File: config.mk
export PLATFORM = sky130hd
export DESIGN_NAME = frst_search
export DESIGN_NICKNAME = d
export VERILOG_FILES = /design/src/rtl/frst_pkg.sv /design/src/rtl/frst_search.sv
export SDC_FILE = /design/constraint.sdc
export NUM_CORES = 1
export LEC_CHECK = 0
export BUFFER_PORTS_ARGS = -buffer_cell sky130_fd_sc_hd__buf_2
export CAP_MARGIN = 10
export CELL_PAD_IN_SITES_DETAIL_PLACEMENT = 0
export CELL_PAD_IN_SITES_GLOBAL_PLACEMENT = 2
export CORE_MARGIN = 2
export CORE_UTILIZATION = 36
export DETAILED_ROUTE_END_ITERATION = 12
export PLACE_DENSITY = 0.92
export SKIP_LAST_GASP = 1
export SLEW_MARGIN = 20
export SYNTH_ARGS = -nofsm -noshare
export SYNTH_HDL_FRONTEND = slang
export SYNTH_SLANG_ARGS = --single-unit
File: constraint.sdc
create_clock -name clk_i -period 15.3 [get_ports clk_i]
set_input_delay 1.53 -clock clk_i [delete_from_list [all_inputs] [get_ports clk_i]]
set_output_delay 1.53 -clock clk_i [all_outputs]
set_load 0.05 [all_outputs]
File: src/rtl/frst_pkg.sv
package frst_pkg;

  localparam int unsigned TABLE_DEPTH = 1024;
  localparam int unsigned ADDR_W      = $clog2(TABLE_DEPTH);
  localparam int unsigned COUNT_W     = $clog2(TABLE_DEPTH + 1);
  localparam int unsigned INDEX_W     = 10;
  localparam int unsigned HZ_W        = 40;
  localparam int unsigned CLASS_W     = 5;
  localparam int unsigned MODE_W      = 4;

  localparam logic REQ_WRITE  = 1'b0;
  localparam logic REQ_LOOKUP = 1'b1;

  typedef struct packed {
    logic [HZ_W-1:0]    lower;
    logic [HZ_W-1:0]    upper;
    logic [CLASS_W-1:0] classes;
    logic [MODE_W-1:0]  modes;
  } entry_t;

  typedef struct packed {
    logic               found;
    logic [INDEX_W-1:0] index;
    logic [CLASS_W-1:0] classes;
    logic [MODE_W-1:0]  modes;
  } result_t;

endpackage

File: src/rtl/frst_search.sv
module frst_search (
  input  logic                           clk_i,
  input  logic                           rst_ni,
  input  logic                           start_i,
  input  logic [frst_pkg::HZ_W-1:0]      freq_i,
  input  logic [frst_pkg::COUNT_W-1:0]   count_i,
  output logic                           busy_o,
  output logic                           re_o,
  output logic [frst_pkg::ADDR_W-1:0]    raddr_o,
  input  frst_pkg::entry_t               rdata_i,
  output logic                           done_o,
  output frst_pkg::result_t              result_o
);

  typedef enum logic {
    ST_IDLE,
    ST_SRCH
  } state_e;

  state_e                        state_q;
  logic [frst_pkg::HZ_W-1:0]     freq_q;
  logic [frst_pkg::COUNT_W-1:0]  lo_q, hi_q, mid_q;
  logic                          done_q;
  frst_pkg::result_t             result_q;

  logic [frst_pkg::COUNT_W-1:0]  hi0, mid0, lo_n, hi_n, mid_n;
  logic [frst_pkg::COUNT_W:0]    sum_n;
  logic                          below, above, hit, more;

  always_comb begin
    if (count_i > frst_pkg::COUNT_W'(frst_pkg::TABLE_DEPTH)) begin
      hi0 = frst_pkg::COUNT_W'(frst_pkg::TABLE_DEPTH);
    end else begin
      hi0 = count_i;
    end
    mid0  = hi0 >> 1;
    below = freq_q < rdata_i.lower;
    above = freq_q > rdata_i.upper;
    hit   = !below && !above;
    lo_n  = above ? mid_q + frst_pkg::COUNT_W'(1) : lo_q;
    hi_n  = below ? mid_q : hi_q;
    sum_n = {1'b0, lo_n} + {1'b0, hi_n};
    mid_n = sum_n[frst_pkg::COUNT_W:1];
    more  = !hit && (lo_n < hi_n);
  end

  always_comb begin
    re_o    = 1'b0;
    raddr_o = frst_pkg::ADDR_W'(mid0);
    unique case (state_q)
      ST_IDLE: begin
        re_o    = start_i && (hi0 != '0);
        raddr_o = frst_pkg::ADDR_W'(mid0);
      end
      ST_SRCH: begin
        re_o    = more;
        raddr_o = frst_pkg::ADDR_W'(mid_n);
      end
      default: begin
        re_o = 1'b0;
      end
    endcase
  end

  always_ff @(posedge clk_i or negedge rst_ni) begin
    if (!rst_ni) begin
      state_q  <= ST_IDLE;
      done_q   <= 1'b0;
      result_q <= '0;
      freq_q   <= '0;
      lo_q     <= '0;
      hi_q     <= '0;
      mid_q    <= '0;
    end else begin
      done_q <= 1'b0;
      unique case (state_q)
        ST_IDLE: begin
          if (start_i) begin
            freq_q <= freq_i;
            lo_q   <= '0;
            hi_q   <= hi0;
            mid_q  <= mid0;
            if (hi0 == '0) begin
              done_q   <= 1'b1;
              result_q <= '0;
            end else begin
              state_q <= ST_SRCH;
            end
          end
        end
        ST_SRCH: begin
          lo_q  <= lo_n;
          hi_q  <= hi_n;
          mid_q <= mid_n;
          if (hit) begin
            done_q           <= 1'b1;
            result_q.found   <= 1'b1;
            result_q.index   <= frst_pkg::INDEX_W'(mid_q);
            result_q.classes <= rdata_i.classes;
            result_q.modes   <= rdata_i.modes;
            state_q          <= ST_IDLE;
          end else if (!more) begin
            done_q   <= 1'b1;
            result_q <= '0;
            state_q  <= ST_IDLE;
          end
        end
        default: begin
          state_q <= ST_IDLE;
        end
      endcase
    end
  end

  assign busy_o   = (state_q != ST_IDLE);
  assign done_o   = done_q;
  assign result_o = result_q;

endmodule

==> flow_metrics.tcl <==
set metrics [dict create \
    antenna_found_initial 1 \
    p_int_uw 1030 \
    synth_compound_area_share_pct 18.4 \
    io_pins 176 \
    drt_first_pass_iters 4 \
    p_clk_share_pct 11.0 \
    die_w_microns 145 \
    synth_area_sq_um 7140 \
    synthXorXnorAreaFrac_pct 1.59 \
    grt_pass1_vias 5981 \
    post-route-min-period_ns 7.83 \
    comb_power_share_pct 66.7 \
    area_growth_pct 20.0 \
    yosysSeqAreaShare_pct 33.3 \
    clkLatencyLatePin_ns 0.36 \
    synth_fa_ha_area_share_pct 17.8 \
    hold_path_class "flip-flop to flip-flop" \
    crit_arrival_ns 6.30 \
    ys_warn_count 0 \
    drive_above_1_share_pct 28.4 \
    groute.usage.overall_pct 19.2 \
    design.die.area_sq_um 21000 \
    nets 1156 \
    crit_fanout 18 \
    rows 51 \
    holdWs_ns 0.481 \
    synth_cells 750 \
    grt_overflow_total 0 \
    synth_edf_count 0 \
    htreeDepth 3 \
    timing.fmax_ghz 0.128 \
    dieHeight_microns 145 \
    p_per_area_nw_per_um2 249 \
    finalHoldViolations 0 \
    numCtsBuffers 9 \
    crit_path_end_kind "output pin" \
    antenna_left 0 \
    synthTopCellsByArea "dfrtp_1, ha_1, mux2_2" \
    yosys.area_share.simple_pct 11.5 \
    r2r_slack_ns 10.11 \
    drc 0 \
    ir_worst_vdd_mv 0.165 \
    ys_top_cells_by_count "inv_1, ha_1, dfrtp_1" \
    yosysMostFrequentCell "inv_1" \
    clockBufferDepth 2 \
    gp_congestion 0.864 \
    grt_max_degree 66 \
    synthMuxAreaShare_pct 10.1 \
    postCtsResizedCells 0 \
    p_seq_share_pct 22.3 \
    ys_ff_latch 95 \
    final.setup_skew_ns 0.0138 \
    synthDistinctLibCells 60 \
    swShare_pct 51.8 \
    drv_slew 0 \
    hold_buffers 0 \
    async_flop_share_pct 100 \
    synth_top_area_share_pct 33.3 \
    grt_pass1_wl_microns 31100 \
    fill_cells 1911 \
    crit_required_ns 13.77 \
    clkSinkCount 95 \
    setup_tns_ns 0 \
    status "finished clean" \
    drt_iter0_markers 275 \
    clock-root-buffer "clkbuf_16" \
    synth_nets 994 \
    cap_violations 0 \
    critPathKind "primary input to output pin" \
    cts_tree "yes" \
    wl_per_cell_microns 16.8 \
    p_sw_uw 1100 \
    initial_core_util_pct 36.7 \
    dp_hpwl_microns 15400 \
    cellLeakagePower_uw 0.00451 \
    setup_viol 0 \
    critPathLaunchType "primary input" \
    synth_top_cell_by_area "dfrtp_1" \
    slew_headroom_pct 41.9 \
    syn_area_per_cell_sq_um 9.52 \
    rsz0062_at_grt "no" \
    fin_crit_sh_pct 51.2 \
    synth_top_family_by_area "compound AO/OA/AOI/OAI gates" \
    portBuffers 175 \
    vias 6075 \
    coreArea_sq_um 19500 \
    cts_setup_buffers 0 \
    tightest_slew_ns 0.871 \
    clkSlewWorstSetupHoldPaths_ns 0.07 \
    finalWirelength_microns 19800 \
    finalPower_uw 2130 \
    routed_via_density 5.14 \
    ys.flop_type "dfrtp_1" \
]
==> sequential cells by signal, indices dropped and copies added, names as in the netlist <==
register	flops
hi_q	11
lo_q	11
done_o	1
mid_q	11
result_o	20
busy_o	1
freq_q	40
==> placed cells by master, fill, tap and decap left out, drive strengths merged, types with 3 or more instances in the layout <==
| cell type | count |
|---|---|
| a221oi | 8 |
| a211oi | 7 |
| buf | 181 |
| a311oi | 7 |
| a31oi | 3 |
| o21bai | 5 |
| inv | 106 |
| ha | 100 |
| a22o | 20 |
| a21o | 18 |
| a21oi | 59 |
| nand4 | 18 |
| o2111ai | 4 |
| nor3 | 8 |
| mux2i | 17 |
| nor4 | 9 |
| a31o | 4 |
| mux2 | 49 |
| xor2 | 3 |
| o211ai | 4 |
| nand2b | 6 |
| and3 | 10 |
| o31ai | 6 |
| nand3 | 22 |
| clkbuf | 11 |
| dfrtp | 95 |
| xnor2 | 10 |
| o21ai | 24 |
| nor2 | 31 |
| nor2b | 10 |
| nand2 | 36 |
==> metal layers <==
metal / GRT usage, % / wire length (microns)
met5: 0 / 0
met4: 5.42 / 292
met3: 2.34 / 1150
met2: 31.7 / 8930
met1: 26.6 / 9460
==> final cells by class <==
class | instances | area [sq um] | share of cell area [%]
well taps | 265 | 332 | 3.87
flip-flops and latches | 95 | 2380 | 27.7
repair buffers | 181 | 923 | 10.8
multi-input cells | 521 | 4250 | 49.6
inverters | 104 | 390 | 4.55
clock inverters | 5 | 65.1 | 0.759
diodes | 1 | 2.50 | 0.0292
clock buffers | 11 | 233 | 2.71
==> logic make-up (layout without fill, tap and decap cells) <==
| family | Yosys count | after routing |
|---|---|---|
| compound gates | 184 | 184 |
| xor+xnor | 13 | 13 |
| fa+ha+maj | 101 | 101 |
| buf+inv | 134 | 301 |
| flops | 95 | 95 |
| mux | 66 | 66 |
| other cells | 0 | 1 |
| simple gates | 157 | 157 |
==> power by group through the flow <==
| stage | clock, uW | sequential, uW | combinational, uW |
|---|---|---|---|
| floorplan | 0 | 514 | 1040 |
| global placement | 0 | 481 | 1410 |
| detailed placement | 0 | 483 | 1420 |
| CTS | 241 | 478 | 1420 |
| global route | 249 | 494 | 1580 |
| finish | 235 | 477 | 1420 |
==> metrics by stage <==
step | cell area, sq um | utilization, % | setup WS, ns | cells
finish | 8570 | 44.1 | 7.47 | 1183
global route | 8570 | 44.1 | 7.09 | 1183
CTS | 8570 | 44.0 | 7.44 | 1182
detailed placement | 8270 | 42.5 | 7.46 | 1166
global placement | 8270 | 42.5 | 7.51 | 1166
floorplan | 7140 | - | 7.53 | 750
==> path summary, 6_finish.rpt <==
| kind | end | startpoint | depth (start not counted) |
|---|---|---|---|
| worst max-delay path | raddr_o[9] | rdata_i[44] | 20 |
| worst min-delay path | result_o[19] | result_o[19] | 1 |
| worst max register to register | result_o[5] | freq_q[35] | 18 |
| worst min register to register | result_o[19] | result_o[19] | 1 |
| max in group asynchronous | mid_q[6] | rst_ni | 2 |
| min in group asynchronous | freq_q[35] | rst_ni | 1 |
==> worst max-delay path: stages <==
cell and delay, ns:
buf_2 0.08, inv_1 0.03, ha_1 0.31, nand4_1 0.25, nor4_1 0.61, o311a_1 0.33
or3_4 0.17, and2_4 0.27, mux2_2 0.42, fa_1 0.46, a21o_1 0.17, a21oi_1 0.22
o21bai_1 0.09, a21oi_1 0.22, o21bai_1 0.10, a21o_1 0.21, a21oi_1 0.27, nand4b_1 0.13
o211ai_1 0.13, buf_2 0.29
No activity file was read; power rests on OpenSTA's default activity.
